[config.mk]
export PLATFORM = sky130hd
export DESIGN_NAME = rc_differential_drive_mixer_unit
export DESIGN_NICKNAME = d
export VERILOG_FILES = /design/src/sv/rcdm_pkg.sv /design/src/sv/rcdm_ctrl.sv /design/src/sv/rcdm_datapath.sv /design/src/sv/rc_differential_drive_mixer_unit.sv
export SDC_FILE = /design/constraint.sdc
export NUM_CORES = 2
export LEC_CHECK = 0
export BUFFER_PORTS_ARGS = -buffer_cell sky130_fd_sc_hd__buf_2
export CAP_MARGIN = 5
export CORE_MARGIN = 2
export CORE_UTILIZATION = 38
export DETAILED_ROUTE_END_ITERATION = 10
export GPL_TIMING_DRIVEN = 0
export PLACE_DENSITY = 0.53
export SETUP_SLACK_MARGIN = 0.15
export SYNTH_ARGS = -nofsm -noshare
export SYNTH_HDL_FRONTEND = slang
export SYNTH_HIERARCHICAL = 1
export SYNTH_SLANG_ARGS = --single-unit
[constraint.sdc]
create_clock -name clk_i -period 17.9 [get_ports clk_i]
set_input_delay 0.895 -clock clk_i [delete_from_list [all_inputs] [get_ports clk_i]]
set_output_delay 0.895 -clock clk_i [all_outputs]
set_load 0.02 [all_outputs]
[src/sv/rcdm_pkg.sv]
`timescale 1ns / 1ps
// ----------------------------------------------------------------------------
// rcdm_pkg: shared types and constants of the differential drive mixer
// Holds the register map, the item structs, the controller command format
// and the small arithmetic helpers used by the datapath.
// ----------------------------------------------------------------------------
package rcdm_pkg;

  // Configuration register indexes.
  typedef enum logic [2:0] {
    CFG_SIGNAL_TIMEOUT  = 3'd0,
    CFG_DEADBAND        = 3'd1,
    CFG_THROTTLE_EXPO   = 3'd2,
    CFG_STEERING_EXPO   = 3'd3,
    CFG_THROTTLE_RAMP   = 3'd4,
    CFG_BRAKE_RAMP      = 3'd5,
    CFG_STEERING_RAMP   = 3'd6,
    CFG_STEER_GAIN      = 3'd7
  } cfg_idx_e;

  localparam int unsigned CfgDataW = 16;

  localparam logic [9:0]  RstSignalTimeout = 10'd300;
  localparam logic [7:0]  RstDeadband      = 8'd60;
  localparam logic [15:0] RstThrottleExpo  = 16'd39322;
  localparam logic [15:0] RstSteeringExpo  = 16'd32768;
  localparam logic [14:0] RstThrottleRamp  = 15'd492;
  localparam logic [14:0] RstBrakeRamp     = 15'd1966;
  localparam logic [14:0] RstSteeringRamp  = 15'd655;
  localparam logic [14:0] RstSteerGain     = 15'd9830;

  // Fixed-point thresholds (Q1.15).
  localparam logic [15:0] ZeroThr  = 16'd983;    // 0.03
  localparam logic [15:0] SteerThr = 16'd1638;   // 0.05
  localparam logic [14:0] MaxTurn  = 15'd24576;  // 0.75

  // Normalization: x = |c| * 32768 / 500 is floor(|c| * NormRecip / 2^15).
  localparam logic [21:0] NormRecip  = 22'd2147484;
  localparam logic [12:0] NormFullUs = 13'd500;
  localparam logic [14:0] NormMax    = 15'd32767;

  localparam logic [13:0] PulseMin = 14'd500;
  localparam logic [13:0] PulseMax = 14'd2500;

  typedef struct packed {
    logic [9:0]  timeout_ms;
    logic [7:0]  deadband_us;
    logic [15:0] thr_expo_w;
    logic [15:0] str_expo_w;
    logic [14:0] accel_step;
    logic [14:0] brake_ramp_step;
    logic [14:0] str_slew_step;
    logic [14:0] turn_gain;
  } cfg_t;

  typedef struct packed {
    logic [11:0] throttle_us;
    logic        throttle_seen;
    logic [9:0]  throttle_age_ms;
    logic [11:0] steering_us;
    logic        steering_seen;
    logic [9:0]  steering_age_ms;
  } in_item_t;

  typedef struct packed {
    logic [15:0] master_cmd;
    logic [15:0] slave_cmd;
    logic [11:0] master_pulse_us;
    logic [11:0] slave_pulse_us;
    logic        throttle_lost;
  } out_item_t;

  // Datapath operations, one per cycle of the sequence.
  typedef enum logic [3:0] {
    OP_NONE    = 4'd0,
    OP_NORM    = 4'd1,
    OP_SQ      = 4'd2,
    OP_CUBE    = 4'd3,
    OP_LIN     = 4'd4,
    OP_EH      = 4'd5,
    OP_EL      = 4'd6,
    OP_RAMP    = 4'd7,
    OP_TURN    = 4'd8,
    OP_INSIDE  = 4'd9,
    OP_PULSE_M = 4'd10,
    OP_PULSE_S = 4'd11
  } op_e;

  typedef struct packed {
    logic capture;  // latch the accepted input item
    logic chan;     // 0: throttle channel, 1: steering channel
    op_e  op;
    logic finish;   // results go to the output register
  } cmd_t;

  function automatic logic [15:0] abs16(input logic signed [15:0] v);
    abs16 = v[15] ? 16'(-v) : 16'(v);
  endfunction

  // Move cur toward tgt by at most stp, never passing it.
  function automatic logic signed [15:0] ramp(input logic signed [15:0] cur,
                                              input logic signed [15:0] tgt,
                                              input logic [14:0] stp);
    logic signed [17:0] c;
    logic signed [17:0] t;
    logic signed [17:0] up;
    logic signed [17:0] dn;
    c  = {{2{cur[15]}}, cur};
    t  = {{2{tgt[15]}}, tgt};
    up = c + $signed({3'b000, stp});
    dn = c - $signed({3'b000, stp});
    if (c < t) begin
      ramp = (up < t) ? up[15:0] : tgt;
    end else if (c > t) begin
      ramp = (dn > t) ? dn[15:0] : tgt;
    end else begin
      ramp = cur;
    end
  endfunction

endpackage

[src/sv/rcdm_ctrl.sv]
`timescale 1ns / 1ps
// ----------------------------------------------------------------------------
// rcdm_ctrl: sequencer of the differential drive mixer
// Accepts an item, steps the datapath through its fixed operation list and
// hands the result to the output register when that register is free.
// ----------------------------------------------------------------------------
module rcdm_ctrl (
  input  logic            clk_i,
  input  logic            rst_ni,
  input  logic            in_valid_i,
  output logic            in_ready_o,
  input  logic            out_free_i,
  output rcdm_pkg::cmd_t  cmd_o
);

  typedef enum logic [2:0] {
    S_IDLE = 3'b001,
    S_RUN  = 3'b010,
    S_FIN  = 3'b100
  } state_e;

  localparam logic [4:0] LastStep = 5'd16;

  state_e     state_q, state_d;
  logic [4:0] step_q, step_d;

  always_ff @(posedge clk_i or negedge rst_ni) begin
    if (!rst_ni) begin
      state_q <= S_IDLE;
      step_q  <= '0;
    end else begin
      state_q <= state_d;
      step_q  <= step_d;
    end
  end

  always_comb begin
    state_d       = state_q;
    step_d        = step_q;
    in_ready_o    = 1'b0;
    cmd_o.capture = 1'b0;
    cmd_o.chan    = 1'b0;
    cmd_o.op      = rcdm_pkg::OP_NONE;
    cmd_o.finish  = 1'b0;
    unique case (state_q)
      S_IDLE: begin
        in_ready_o = 1'b1;
        if (in_valid_i) begin
          cmd_o.capture = 1'b1;
          step_d        = '0;
          state_d       = S_RUN;
        end
      end
      S_RUN: begin
        // Six expo steps per channel, throttle first, then the mixing steps.
        cmd_o.chan = (step_q >= 5'd6) && (step_q < 5'd12);
        unique case (step_q)
          5'd0, 5'd6:  cmd_o.op = rcdm_pkg::OP_NORM;
          5'd1, 5'd7:  cmd_o.op = rcdm_pkg::OP_SQ;
          5'd2, 5'd8:  cmd_o.op = rcdm_pkg::OP_CUBE;
          5'd3, 5'd9:  cmd_o.op = rcdm_pkg::OP_LIN;
          5'd4, 5'd10: cmd_o.op = rcdm_pkg::OP_EH;
          5'd5, 5'd11: cmd_o.op = rcdm_pkg::OP_EL;
          5'd12:       cmd_o.op = rcdm_pkg::OP_RAMP;
          5'd13:       cmd_o.op = rcdm_pkg::OP_TURN;
          5'd14:       cmd_o.op = rcdm_pkg::OP_INSIDE;
          5'd15:       cmd_o.op = rcdm_pkg::OP_PULSE_M;
          5'd16:       cmd_o.op = rcdm_pkg::OP_PULSE_S;
          default:     cmd_o.op = rcdm_pkg::OP_NONE;
        endcase
        if (step_q == LastStep) begin
          state_d = S_FIN;
        end else begin
          step_d = step_q + 5'd1;
        end
      end
      S_FIN: begin
        if (out_free_i) begin
          cmd_o.finish = 1'b1;
          state_d      = S_IDLE;
        end
      end
      default: state_d = S_IDLE;
    endcase
  end

endmodule

[src/sv/rcdm_datapath.sv]
`timescale 1ns / 1ps
// ----------------------------------------------------------------------------
// rcdm_datapath: arithmetic of the differential drive mixer
// One shared 30x23 multiplier with working registers; each command runs one
// step of normalization, expo, ramp, turn reduction or pulse mapping.
// ----------------------------------------------------------------------------
module rcdm_datapath #(
  parameter int unsigned PULSE_CENTER_US    = 1500,
  parameter int unsigned FORWARD_SPAN_US    = 400,
  parameter int unsigned REVERSE_SPAN_US    = 144,
  parameter int unsigned INVERT_THROTTLE_IN = 1
) (
  input  logic                 clk_i,
  input  logic                 rst_ni,
  input  rcdm_pkg::cmd_t       cmd_i,
  input  rcdm_pkg::cfg_t       cfg_i,
  input  rcdm_pkg::in_item_t   in_i,
  output rcdm_pkg::out_item_t  res_o
);

  localparam logic [13:0] Center = 14'(PULSE_CENTER_US);

  logic [11:0] thr_us_q, thr_us_d, str_us_q, str_us_d;
  logic        thr_ok_q, thr_ok_d, str_ok_q, str_ok_d;
  logic [14:0] a_q, a_d;
  logic        neg_q, neg_d;
  logic [29:0] a2_q, a2_d;
  logic [44:0] a3_q, a3_d;
  logic [61:0] acc_q, acc_d;
  logic signed [15:0] thr_q, thr_d, str_q, str_d;
  logic signed [15:0] tl_q, tl_d, sl_q, sl_d;
  logic        zero_q, zero_d;
  logic [14:0] t_q, t_d;
  logic signed [15:0] mcmd_q, mcmd_d, scmd_q, scmd_d;
  logic [11:0] pm_q, pm_d, ps_q, ps_d;

  logic [11:0] us;
  logic signed [13:0] cen;
  logic [12:0] ac;
  logic [15:0] e;
  logic [29:0] mul_a;
  logic [22:0] mul_b;
  logic [52:0] prod;

  logic [61:0] sum;
  logic [15:0] yv;
  logic [15:0] thr_abs, str_abs, tl_abs;
  logic        centered, brake;
  logic [14:0] tt;
  logic [15:0] inner_cmd;
  logic signed [15:0] pcmd;
  logic [15:0] pabs;
  logic signed [13:0] pval;

  assign us   = cmd_i.chan ? str_us_q : thr_us_q;
  assign cen  = $signed({2'b00, us}) - $signed(Center);
  assign ac   = cen[13] ? 13'(-cen) : 13'(cen);
  assign e    = cmd_i.chan ? cfg_i.str_expo_w : cfg_i.thr_expo_w;
  assign prod = 53'(mul_a) * 53'(mul_b);

  always_comb begin
    thr_us_d  = thr_us_q;
    str_us_d  = str_us_q;
    thr_ok_d  = thr_ok_q;
    str_ok_d  = str_ok_q;
    a_d       = a_q;
    neg_d     = neg_q;
    a2_d      = a2_q;
    a3_d      = a3_q;
    acc_d     = acc_q;
    thr_d     = thr_q;
    str_d     = str_q;
    tl_d      = tl_q;
    sl_d      = sl_q;
    zero_d    = zero_q;
    t_d       = t_q;
    mcmd_d    = mcmd_q;
    scmd_d    = scmd_q;
    pm_d      = pm_q;
    ps_d      = ps_q;
    mul_a     = '0;
    mul_b     = '0;
    sum       = '0;
    yv        = '0;
    thr_abs   = rcdm_pkg::abs16(thr_q);
    str_abs   = rcdm_pkg::abs16(str_q);
    tl_abs    = rcdm_pkg::abs16(tl_q);
    centered  = 1'b0;
    brake     = 1'b0;
    tt        = '0;
    inner_cmd = '0;
    pcmd      = (cmd_i.op == rcdm_pkg::OP_PULSE_S) ? scmd_q : mcmd_q;
    pabs      = rcdm_pkg::abs16(pcmd);
    pval      = '0;

    if (cmd_i.capture) begin
      thr_us_d = in_i.throttle_us;
      str_us_d = in_i.steering_us;
      thr_ok_d = in_i.throttle_seen && (in_i.throttle_age_ms <= cfg_i.timeout_ms);
      str_ok_d = in_i.steering_seen && (in_i.steering_age_ms <= cfg_i.timeout_ms);
    end

    case (cmd_i.op)
      rcdm_pkg::OP_NORM: begin
        mul_a = 30'(rcdm_pkg::NormRecip);
        mul_b = 23'(ac);
        if ((cmd_i.chan && !str_ok_q) || (ac < {5'b0, cfg_i.deadband_us})) begin
          a_d = '0;
        end else if (ac >= rcdm_pkg::NormFullUs) begin
          a_d = rcdm_pkg::NormMax;
        end else begin
          a_d = prod[29:15];
        end
        neg_d = cen[13] ^ (!cmd_i.chan && (INVERT_THROTTLE_IN != 0));
      end
      rcdm_pkg::OP_SQ: begin
        mul_a = 30'(a_q);
        mul_b = 23'(a_q);
        a2_d  = prod[29:0];
      end
      rcdm_pkg::OP_CUBE: begin
        mul_a = a2_q;
        mul_b = 23'(a_q);
        a3_d  = prod[44:0];
      end
      rcdm_pkg::OP_LIN: begin
        mul_a = 30'(17'h10000 - {1'b0, e});
        mul_b = 23'(a_q);
        acc_d = 62'(prod[31:0]) << 30;
      end
      rcdm_pkg::OP_EH: begin
        mul_a = 30'(a3_q[44:23]);
        mul_b = 23'(e);
        acc_d = acc_q + (62'(prod[37:0]) << 23);
      end
      rcdm_pkg::OP_EL: begin
        mul_a = 30'(e);
        mul_b = a3_q[22:0];
        sum   = acc_q + 62'(prod[38:0]);
        yv    = {1'b0, sum[60:46]};
        if (cmd_i.chan) begin
          str_d = neg_q ? $signed(-yv) : $signed(yv);
        end else begin
          thr_d = neg_q ? $signed(-yv) : $signed(yv);
        end
      end
      rcdm_pkg::OP_RAMP: begin
        centered = (thr_abs < rcdm_pkg::ZeroThr) && (str_abs < rcdm_pkg::ZeroThr);
        brake    = (thr_abs < tl_abs) ||
                   ((thr_abs < rcdm_pkg::ZeroThr) && (tl_abs > rcdm_pkg::ZeroThr));
        zero_d   = !thr_ok_q || centered;
        if (!thr_ok_q || centered) begin
          tl_d = '0;
          sl_d = '0;
        end else begin
          tl_d = rcdm_pkg::ramp(tl_q, thr_q,
                                brake ? cfg_i.brake_ramp_step : cfg_i.accel_step);
          sl_d = rcdm_pkg::ramp(sl_q, str_q, cfg_i.str_slew_step);
        end
      end
      rcdm_pkg::OP_TURN: begin
        mul_a = 30'(rcdm_pkg::abs16(sl_q));
        mul_b = 23'(cfg_i.turn_gain);
        tt    = prod[29:15];
        t_d   = (tt > rcdm_pkg::MaxTurn) ? rcdm_pkg::MaxTurn : tt;
      end
      rcdm_pkg::OP_INSIDE: begin
        mul_a     = 30'(tl_abs);
        mul_b     = 23'(16'h8000 - {1'b0, t_q});
        inner_cmd = tl_q[15] ? 16'(-{1'b0, prod[29:15]}) : {1'b0, prod[29:15]};
        if (zero_q) begin
          mcmd_d = '0;
          scmd_d = '0;
        end else if (sl_q > $signed(rcdm_pkg::SteerThr)) begin
          mcmd_d = tl_q;
          scmd_d = $signed(inner_cmd);
        end else if (sl_q < -$signed(rcdm_pkg::SteerThr)) begin
          mcmd_d = $signed(inner_cmd);
          scmd_d = tl_q;
        end else begin
          mcmd_d = tl_q;
          scmd_d = tl_q;
        end
      end
      rcdm_pkg::OP_PULSE_M, rcdm_pkg::OP_PULSE_S: begin
        mul_a = 30'(pabs);
        mul_b = pcmd[15] ? 23'(REVERSE_SPAN_US) : 23'(FORWARD_SPAN_US);
        if (pabs < rcdm_pkg::ZeroThr) begin
          pval = $signed(Center);
        end else if (pcmd[15]) begin
          pval = $signed(Center) - $signed({4'b0, prod[24:15]});
        end else begin
          pval = $signed(Center) + $signed({4'b0, prod[24:15]});
        end
        if (pval < $signed(rcdm_pkg::PulseMin)) begin
          pval = $signed(rcdm_pkg::PulseMin);
        end
        if (pval > $signed(rcdm_pkg::PulseMax)) begin
          pval = $signed(rcdm_pkg::PulseMax);
        end
        if (cmd_i.op == rcdm_pkg::OP_PULSE_S) begin
          ps_d = pval[11:0];
        end else begin
          pm_d = pval[11:0];
        end
      end
      default: begin
      end
    endcase
  end

  // Mixer state: the two slew-limited levels.
  always_ff @(posedge clk_i or negedge rst_ni) begin
    if (!rst_ni) begin
      tl_q <= '0;
      sl_q <= '0;
    end else begin
      tl_q <= tl_d;
      sl_q <= sl_d;
    end
  end

  always_ff @(posedge clk_i) begin
    thr_us_q <= thr_us_d;
    str_us_q <= str_us_d;
    thr_ok_q <= thr_ok_d;
    str_ok_q <= str_ok_d;
    a_q      <= a_d;
    neg_q    <= neg_d;
    a2_q     <= a2_d;
    a3_q     <= a3_d;
    acc_q    <= acc_d;
    thr_q    <= thr_d;
    str_q    <= str_d;
    zero_q   <= zero_d;
    t_q      <= t_d;
    mcmd_q   <= mcmd_d;
    scmd_q   <= scmd_d;
    pm_q     <= pm_d;
    ps_q     <= ps_d;
  end

  assign res_o.master_cmd      = mcmd_q;
  assign res_o.slave_cmd       = scmd_q;
  assign res_o.master_pulse_us = pm_q;
  assign res_o.slave_pulse_us  = ps_q;
  assign res_o.throttle_lost   = !thr_ok_q;

endmodule

[src/sv/rc_differential_drive_mixer_unit.sv]
`timescale 1ns / 1ps
// ----------------------------------------------------------------------------
// rc_differential_drive_mixer_unit: RC differential steering mixer
// Turns throttle and steering pulse readings into two wheel commands and
// two PPM pulse widths, with expo shaping, slew limiting and a stop on loss.
// ----------------------------------------------------------------------------
// Usage: one transaction on the s_axis side carries one control tick's
// throttle and steering readings; one transaction on the m_axis side returns
// the two wheel commands, the two pulse widths and the throttle lost flag.
// Every input transaction gives exactly one output transaction, in order.
// From its acceptance, an item makes one 17-step pass through a single
// shared 30x23 multiplier (six steps of expo per channel, then ramp, turn,
// inside wheel and two pulse mappings), and its result is then loaded into
// the output register. A new item is accepted once the previous one has
// left the sequencer, so no two items are computed at once.
// The result sits in an output register; the next item is accepted and
// computed while it waits. If the receiver stalls, the finished next result
// is held inside until the output register frees up, and no further input
// is accepted meanwhile.
// Reset clears both slew levels to zero, loads the configuration registers
// with their defaults and empties the output register. Configuration is
// written through cfg_we_i / cfg_index_i / cfg_wdata_i; the user must write
// it only while the block is idle, as the block does not enforce this.
// ----------------------------------------------------------------------------
module rc_differential_drive_mixer_unit #(
  parameter int unsigned PULSE_CENTER_US    = 1500,
  parameter int unsigned FORWARD_SPAN_US    = 400,
  parameter int unsigned REVERSE_SPAN_US    = 144,
  parameter int unsigned INVERT_THROTTLE_IN = 1
) (
  input  logic        clk_i,
  input  logic        rst_ni,
  input  logic        s_axis_tvalid,
  output logic        s_axis_tready,
  // From bit 0: throttle_us[12], throttle_seen, throttle_age_ms[10],
  // steering_us[12], steering_seen, steering_age_ms[10], two zero bits.
  input  logic [47:0] s_axis_tdata,
  output logic        m_axis_tvalid,
  input  logic        m_axis_tready,
  // From bit 0: master_cmd[16], slave_cmd[16], master_pulse_us[12],
  // slave_pulse_us[12], throttle_lost, seven zero bits.
  output logic [63:0] m_axis_tdata,
  input  logic        cfg_we_i,
  input  logic [2:0]  cfg_index_i,
  input  logic [rcdm_pkg::CfgDataW-1:0] cfg_wdata_i
);

  rcdm_pkg::cfg_t      cfg_q, cfg_d;
  rcdm_pkg::in_item_t  in_item;
  rcdm_pkg::out_item_t res;
  rcdm_pkg::cmd_t      cmd;
  logic                out_valid_q, out_valid_d;
  logic [63:0]         out_data_q, out_data_d;
  logic                out_free;

  // Configuration registers; each write replaces one register with the low bits of cfg_wdata_i.
  always_comb begin
    cfg_d = cfg_q;
    if (cfg_we_i) begin
      unique case (rcdm_pkg::cfg_idx_e'(cfg_index_i))
        rcdm_pkg::CFG_SIGNAL_TIMEOUT: cfg_d.timeout_ms      = cfg_wdata_i[9:0];
        rcdm_pkg::CFG_DEADBAND:       cfg_d.deadband_us     = cfg_wdata_i[7:0];
        rcdm_pkg::CFG_THROTTLE_EXPO:  cfg_d.thr_expo_w      = cfg_wdata_i;
        rcdm_pkg::CFG_STEERING_EXPO:  cfg_d.str_expo_w      = cfg_wdata_i;
        rcdm_pkg::CFG_THROTTLE_RAMP:  cfg_d.accel_step      = cfg_wdata_i[14:0];
        rcdm_pkg::CFG_BRAKE_RAMP:     cfg_d.brake_ramp_step = cfg_wdata_i[14:0];
        rcdm_pkg::CFG_STEERING_RAMP:  cfg_d.str_slew_step   = cfg_wdata_i[14:0];
        rcdm_pkg::CFG_STEER_GAIN:     cfg_d.turn_gain       = cfg_wdata_i[14:0];
        default: cfg_d = cfg_q;
      endcase
    end
  end

  always_ff @(posedge clk_i or negedge rst_ni) begin
    if (!rst_ni) begin
      cfg_q.timeout_ms      <= rcdm_pkg::RstSignalTimeout;
      cfg_q.deadband_us     <= rcdm_pkg::RstDeadband;
      cfg_q.thr_expo_w      <= rcdm_pkg::RstThrottleExpo;
      cfg_q.str_expo_w      <= rcdm_pkg::RstSteeringExpo;
      cfg_q.accel_step      <= rcdm_pkg::RstThrottleRamp;
      cfg_q.brake_ramp_step <= rcdm_pkg::RstBrakeRamp;
      cfg_q.str_slew_step   <= rcdm_pkg::RstSteeringRamp;
      cfg_q.turn_gain       <= rcdm_pkg::RstSteerGain;
    end else begin
      cfg_q <= cfg_d;
    end
  end

  // Unpack the input transaction.
  assign in_item.throttle_us     = s_axis_tdata[11:0];
  assign in_item.throttle_seen   = s_axis_tdata[12];
  assign in_item.throttle_age_ms = s_axis_tdata[22:13];
  assign in_item.steering_us     = s_axis_tdata[34:23];
  assign in_item.steering_seen   = s_axis_tdata[35];
  assign in_item.steering_age_ms = s_axis_tdata[45:36];

  // The output register may take a new result when empty or being drained.
  assign out_free = !out_valid_q || m_axis_tready;

  rcdm_ctrl u_ctrl (
    .clk_i      (clk_i),
    .rst_ni     (rst_ni),
    .in_valid_i (s_axis_tvalid),
    .in_ready_o (s_axis_tready),
    .out_free_i (out_free),
    .cmd_o      (cmd)
  );

  rcdm_datapath #(
    .PULSE_CENTER_US    (PULSE_CENTER_US),
    .FORWARD_SPAN_US    (FORWARD_SPAN_US),
    .REVERSE_SPAN_US    (REVERSE_SPAN_US),
    .INVERT_THROTTLE_IN (INVERT_THROTTLE_IN)
  ) u_datapath (
    .clk_i  (clk_i),
    .rst_ni (rst_ni),
    .cmd_i  (cmd),
    .cfg_i  (cfg_q),
    .in_i   (in_item),
    .res_o  (res)
  );

  always_comb begin
    out_valid_d = out_valid_q;
    out_data_d  = out_data_q;
    if (cmd.finish) begin
      out_valid_d = 1'b1;
      out_data_d  = {7'b0, res.throttle_lost, res.slave_pulse_us, res.master_pulse_us,
                     res.slave_cmd, res.master_cmd};
    end else if (m_axis_tready) begin
      out_valid_d = 1'b0;
    end
  end

  always_ff @(posedge clk_i or negedge rst_ni) begin
    if (!rst_ni) begin
      out_valid_q <= 1'b0;
    end else begin
      out_valid_q <= out_valid_d;
    end
  end

  always_ff @(posedge clk_i) begin
    out_data_q <= out_data_d;
  end

  assign m_axis_tvalid = out_valid_q;
  assign m_axis_tdata  = out_data_q;

endmodule

# [After elaboration in Yosys (flattened, before gate mapping)]
# Memory sizes are Yosys's and may differ from the RTL's.
# Index checks and enable logic that the tools add are counted.
[word_totals] reg_bits=491 rom_bits=128 inputBits=72 output_inout_bits=66 wordCells=195 n_memories=1
[classes] n_addsub=20 multipliers=1 n_lt_le_gt_ge=24 eq_ne=26 mux=51 bitwise=3 reduce_logical=38
[mem_list] memory="(name not given)" depth=32 width=4 rd=1 rd_clocked_by_memory_dff=0 write_ports=0 line_no="rcdm_ctrl.sv:57" rtl="unique case (step_q)"
[op_table] cell="2-to-1 mux 16 bit" n=22
[op_table] cell="case mux 30 bit (9 select lines)" n=1
[op_table] cell="case mux 23 bit (7 select lines)" n=1
[op_table] cell="case mux 62 bit (2 select lines)" n=1
[op_table] cell="negator 16 bit" n=5
[op_table] cell="2-to-1 mux 14 bit" n=5
[op_table] cell="adder 62 x 61 -> 62 bit" n=1
[op_table] cell="adder 61 x 39 -> 61 bit" n=1
[op_table] cell="< comparator 16 x 10 -> 1 bit, second input constant" n=3
[op_table] cell="< comparator 16 bit" n=3
[op_table] cell="multiplier 30 x 23 -> 45 bit" n=1
[op_table] cell="adder 16 x 16 -> 17 bit" n=2
[op_table] cell="> comparator 17 x 16 -> 1 bit" n=2
[op_table] cell="< comparator 17 x 16 -> 1 bit" n=2
[op_table] cell="subtractor 16 x 16 -> 17 bit" n=2
[op_table] cell="> comparator 16 bit" n=2
[op_table] cell="negator 15 -> 16 bit" n=2
[op_table] cell="2-to-1 mux 15 bit" n=2
[op_table] cell="AND reduction 2 bit" n=14
[op_table] cell="2-to-1 mux 12 bit" n=2
[op_table] cell="less-or-equal comparator 10 bit" n=2
[op_table] cell="subtractor 17 x 16 -> 18 bit, first input constant" n=1
[op_table] cell="subtractor 16 x 15 -> 17 bit, first input constant" n=1
[op_table] cell="equality test 4 x 3 -> 1 bit, second input constant" n=4
[op_table] cell="42 further kinds" n=81

# [Logic depth before layout (Yosys ltp)]
[depth] depth_word=18 depth_mapped=66 mapped_depth_nobuf=62

# [Cells and area by module]
# The synthesis kept the hierarchy.
[by_module_without_submodules] module="rcdm_datapath" n_inst=1 cells_per_inst=5050 area_per_inst_um2=45289.7 seq_area_each_um2=8578.2
[by_module_without_submodules] module="rc_differential_drive_mixer_unit" n_inst=1 cells_per_inst=310 area_per_inst_um2=6165.9 seq_area_each_um2=4544.4
[by_module_without_submodules] module="rcdm_ctrl" n_inst=1 cells_per_inst=74 area_per_inst_um2=699.4 seq_area_each_um2=201.4

# [Least setup slack after synthesis]
# Ideal clock, no wire load.
[synth_timing] path_type="register to register" from="reg u_ctrl.step_q[0]" to="reg u_datapath.str_q[12] (data pin)" setup_time_ns=0.276 arrival_time_ns=13.801 t_required_ns=17.624 slack_ns=3.823 stages_incl_launch_ff=56 n_path_buf=7 period_less_slack_ns=14.077 cell_sequence="dfrtp_1 > inv_1 > ha_1 > and4bb_1 > buf_6 > a31oi_1 > nor2_1 > buf_2 > nand2b_1 > clkbuf_1 > nor2_1 > and2_1 > clkbuf_1 > buf_1 > clkbuf_1 > a22o_1 > clkbuf_1 > nand2_1 > [... 20 more ...] > a21oi_1 > xnor2_1 > ha_1 > a21o_1 > a21o_1 > a21oi_1 > o21ai_0 > a211oi_1 > o31ai_2 > nand2_1 > inv_1 > nand2_1 > xor2_1 > ha_1 > o21ai_1 > nor4_2 > o221a_2 > o22ai_1"
[synth_lines] element="start: declaration" line_no="rcdm_ctrl.sv:25" rtl="logic [4:0] step_q, step_d;"
[synth_lines] element="start signal: assignment" line_no="rcdm_ctrl.sv:33" rtl="step_q <= step_d;"
[synth_lines] element="end signal: assignment" line_no="rcdm_datapath.sv:234" rtl="str_q <= str_d;"
[synth_lines] element="end: declaration" line_no="rcdm_datapath.sv:30" rtl="logic signed [15:0] thr_q, thr_d, str_q, str_d;"

==> results by group <==
Worst setup path
  • R2r setup slk: 0.70 ns
  • Crit path buffers/inverters: 12
  • Critical Path RT: 18.25 ns
  • R2R Path End: u_datapath/str_q[14]
  • WP data arrival: 17.56 ns
  • Slowest cell delay on critical path: 0.72 ns
  • Startpoint types: flip-flop
  • Critical register-to-register path startpoint: u_ctrl/step_q[0]
  • CP top delay family: compound AO/OA/AOI/OAI gates
  • Most common cell on crit path: fa_1
  • Crit end category: flip-flop
  • Slowest-stage cell, CP: o221ai_1
  • CP Class: flip-flop to flip-flop
  • R2r worst-path depth: 53
  • Critical-path maximum fanout: 12

Routing
  • DR vias: 41700
  • DR pass1 iterations: 8
  • Post-Route WL: 178000 um
  • DR vias/cell: 5.52
  • Post-route DRC: 0
  • Routed len/inst: 23.6 um
  • Iteration-0 DRC Markers: 3778
  • Antenna-violating nets left: 0

Floorplanning
  • Die width: 374 um
  • Top-Level Pins: 138
  • Initial core utilization: 0.384
  • Core Box Area: 0.136 mm2
  • Die Ht: 374 um
  • DIE AREA: 0.140 mm2
  • Site Rows: 135

Pwr
  • Clock Power Share: 0.264
  • Sw frac: 0.404
  • Psw: 1.76 mW
  • Power share of the sequential group: 0.313
  • Power Total: 4.36 mW
  • PwrDens: 75.7 mW/mm2
  • Leakage: 24.9 nW
  • Gate power share: 0.423
  • Internal: 2.60 mW
  • Peak supply drop: 69.1 uV

Finish
  • Layout cells sized above 1: 0.104
  • Nets: 6753
  • Layout area overhead: 10.5%

Timing
  • Clk_skew: 0.0258 ns
  • Setup TNS Final: 0 ns
  • Final setup viols: 0
  • Tcrit/Tclk final: 0.961
  • Hold violation count in the final report: 0
  • Fmax achieved: 58.1 MHz
  • Rel. slew slack: 0.0459
  • Worst-Margin Slew: 1.43 ns
  • Hold WS: 0.233 ns
  • Minimum clock period: 17.20 ns
  • RSZ-0062 raised after global routing: false
  • Slew Viols, Final: 0

Yosys
  • Mapped Cells: 5434
  • Seq cells post-synth: 467
  • Top cell type's share of synthesized area: 0.216
  • EDFF count, synth: 316
  • Most frequent cell after synthesis: inv_1
  • Synth cell types: 118
  • Seq/Total Area, Yosys: 0.255
  • Main area contributors after synthesis: fa_1 22%, edfxtp_1 18%, ha_1 9.9%
  • Leading area contributor after synthesis: fa_1
  • Post-synth ARST share: 0.323
  • Syn avg cell area: 9.60 um2
  • Post-Syn Area: 0.0522 mm2
  • YS warnings: 6
  • Commonest cells post-synth: 772 x inv_1, 669 x nand2_1, 564 x fa_1
  • Top_reg_cell synth: edfxtp_1

Global routing
  • Initial antenna violation count: 11
  • First-pass GRT wire length: 266000 um
  • Vias in the first global route: 41100
  • Overflow after GRT: 0
  • Largest net degree at the start of global routing: 84
  • GRT Total Usage: 0.252

Placement
  • Final GP Congestion: 0.966
  • Hpwl dp: 144000 um
  • Port bufs: 124

Clocking
  • Post-CTS Setup Inserts: 0
  • CTS Buf Count: 54
  • Max clock buf depth: 3
  • Clk root buf: clkbuf_16
  • Clk_lat worst skew: 0.64 ns
  • Clk slew on worst S/H paths: 0.07 ns
  • H-tree levels: 2
  • CTS Sinks: 467
  • TritonCTS clock tree: yes

Outcome
  • Status: completed

Worst hold path
  • Path category of the worst min-delay check: input pin to async pin

Flow run
  • Max-Cap Viols: 0
[timing repair]
action                                  4_1_cts  5_1_grt
resized for setup                             6       77
endpoints found under the hold margin         0        0
endpoints found under the setup margin       24       20
pin swaps                                     0        1
hold buffers                                  0        0
gates cloned                                  0        1
[placed cells by master (no fill, tap or decap), types with 38 or more instances in the layout]
cell,count
clkbuf_1,166
nor3_1,81
mux2i_1,57
clkbuf_16,56
dfstp_2,45
edfxtp_1,316
o21a_1,49
nand2b_1,40
a21o_1,72
nand3_1,71
a211oi_1,65
nand2_1,668
xor2_1,78
nor2_1,308
and2_1,106
o31ai_1,38
dfrtp_1,106
fa_1,564
xnor2_1,172
a21oi_1,215
inv_1,772
conb_1,77
buf_2,153
nor2b_1,70
ha_1,411
mux2_2,101
o21ai_0,166
nand4_1,40
[through the flow]
| stage | std cells | util | area [um2] | setup WS [ns] |
|---|---|---|---|---|
| after floorplan | 5508 | - | 52400 | 3.82 |
| after global placement | 7413 | 0.407 | 55300 | -3.01 |
| after detailed placement | 7429 | 0.409 | 55600 | -0.655 |
| after CTS | 7530 | 0.423 | 57400 | 0.334 |
| after global routing | 7532 | 0.424 | 57600 | 0.142 |
| final | 7539 | 0.424 | 57600 | 0.696 |
[area by class of cell]
class / instances / area (um2)
fillers: 13400 / 78200
multi-input cells: 4008 / 35300
flip-flops and latches: 467 / 13300
inverters: 779 / 2920
well taps: 1781 / 2230
clock buffers: 61 / 1430
plain buffers: 255 / 1160
repair buffers: 141 / 870
clock inverters: 40 / 387
diodes: 7 / 17.5
[power groups by stage]
stage	logic [mW]	registers [mW]	clock network, mW
after floorplan	1.21	1.36	0
after global placement	1.77	1.38	0
after detailed placement	1.80	1.38	0
after CTS	1.81	1.36	1.17
after global routing	2.03	1.37	1.22
final	1.85	1.36	1.15
[state kept, by name, indices dropped and copies added (netlist names), 16 cells and up]
signal and cells:
u_datapath/a3_q 45, u_datapath/sl_q 16, u_datapath/mcmd_q 16, m_axis_tdata 57
u_datapath/scmd_q 16, u_datapath/a2_q 30, u_datapath/tl_q 16, u_datapath/thr_q 16
cfg_q 110, u_datapath/str_q 16, u_datapath/acc_q 38
[kinds of logic after synthesis]
| kind of cell | after synthesis | synth area share |
|---|---|---|
| AND/OR/NAND/NOR | 1544 | 0.140 |
| multiplexers | 194 | 0.0422 |
| AO/OA/AOI/OAI | 954 | 0.125 |
| adder cells (fa/ha/maj) | 975 | 0.315 |
| other | 3 | 0.000216 |
| XOR/XNOR | 263 | 0.0446 |
| buffers and inverters | 1034 | 0.0776 |
| flip-flops | 467 | 0.255 |
[routing by layer]
metal,share of wire,vias up,track usage
li1,-,18800,-
met1,0.45,21000,0.368
met2,0.43,1627,0.384
met3,0.080,276,0.0363
met4,0.035,0,0.0792
met5,0,-,0
[worst register-to-register path, delay by kind of cell, from the launching register on]
family	cells	cell delay, ns
buffers and inverters	12	2.60
adder cells (fa/ha/maj)	11	4.79
XOR/XNOR	3	1.26
AND/OR/NAND/NOR	11	2.59
AO/OA/AOI/OAI	16	5.22
flip-flops	1	0.46
[how the worst max path moves through the flow]
stage,from,to,slack (ns),depth (start not counted)
2_1_floorplan,u_ctrl/step_q[0],u_datapath/str_q[12],3.82,55
3_3_place_gp,u_ctrl/step_q[0],u_datapath/thr_q[14],-3.01,50
3_5_place_dp,u_ctrl/step_q[0],u_datapath/thr_q[14],-0.66,47
4_1_cts,u_ctrl/step_q[1],u_datapath/thr_q[14],0.33,53
5_1_grt,u_ctrl/step_q[0],u_datapath/str_q[14],0.14,57
6_report,u_ctrl/step_q[0],u_datapath/str_q[14],0.70,53
Note: power is estimated with default switching activity, not from simulation.
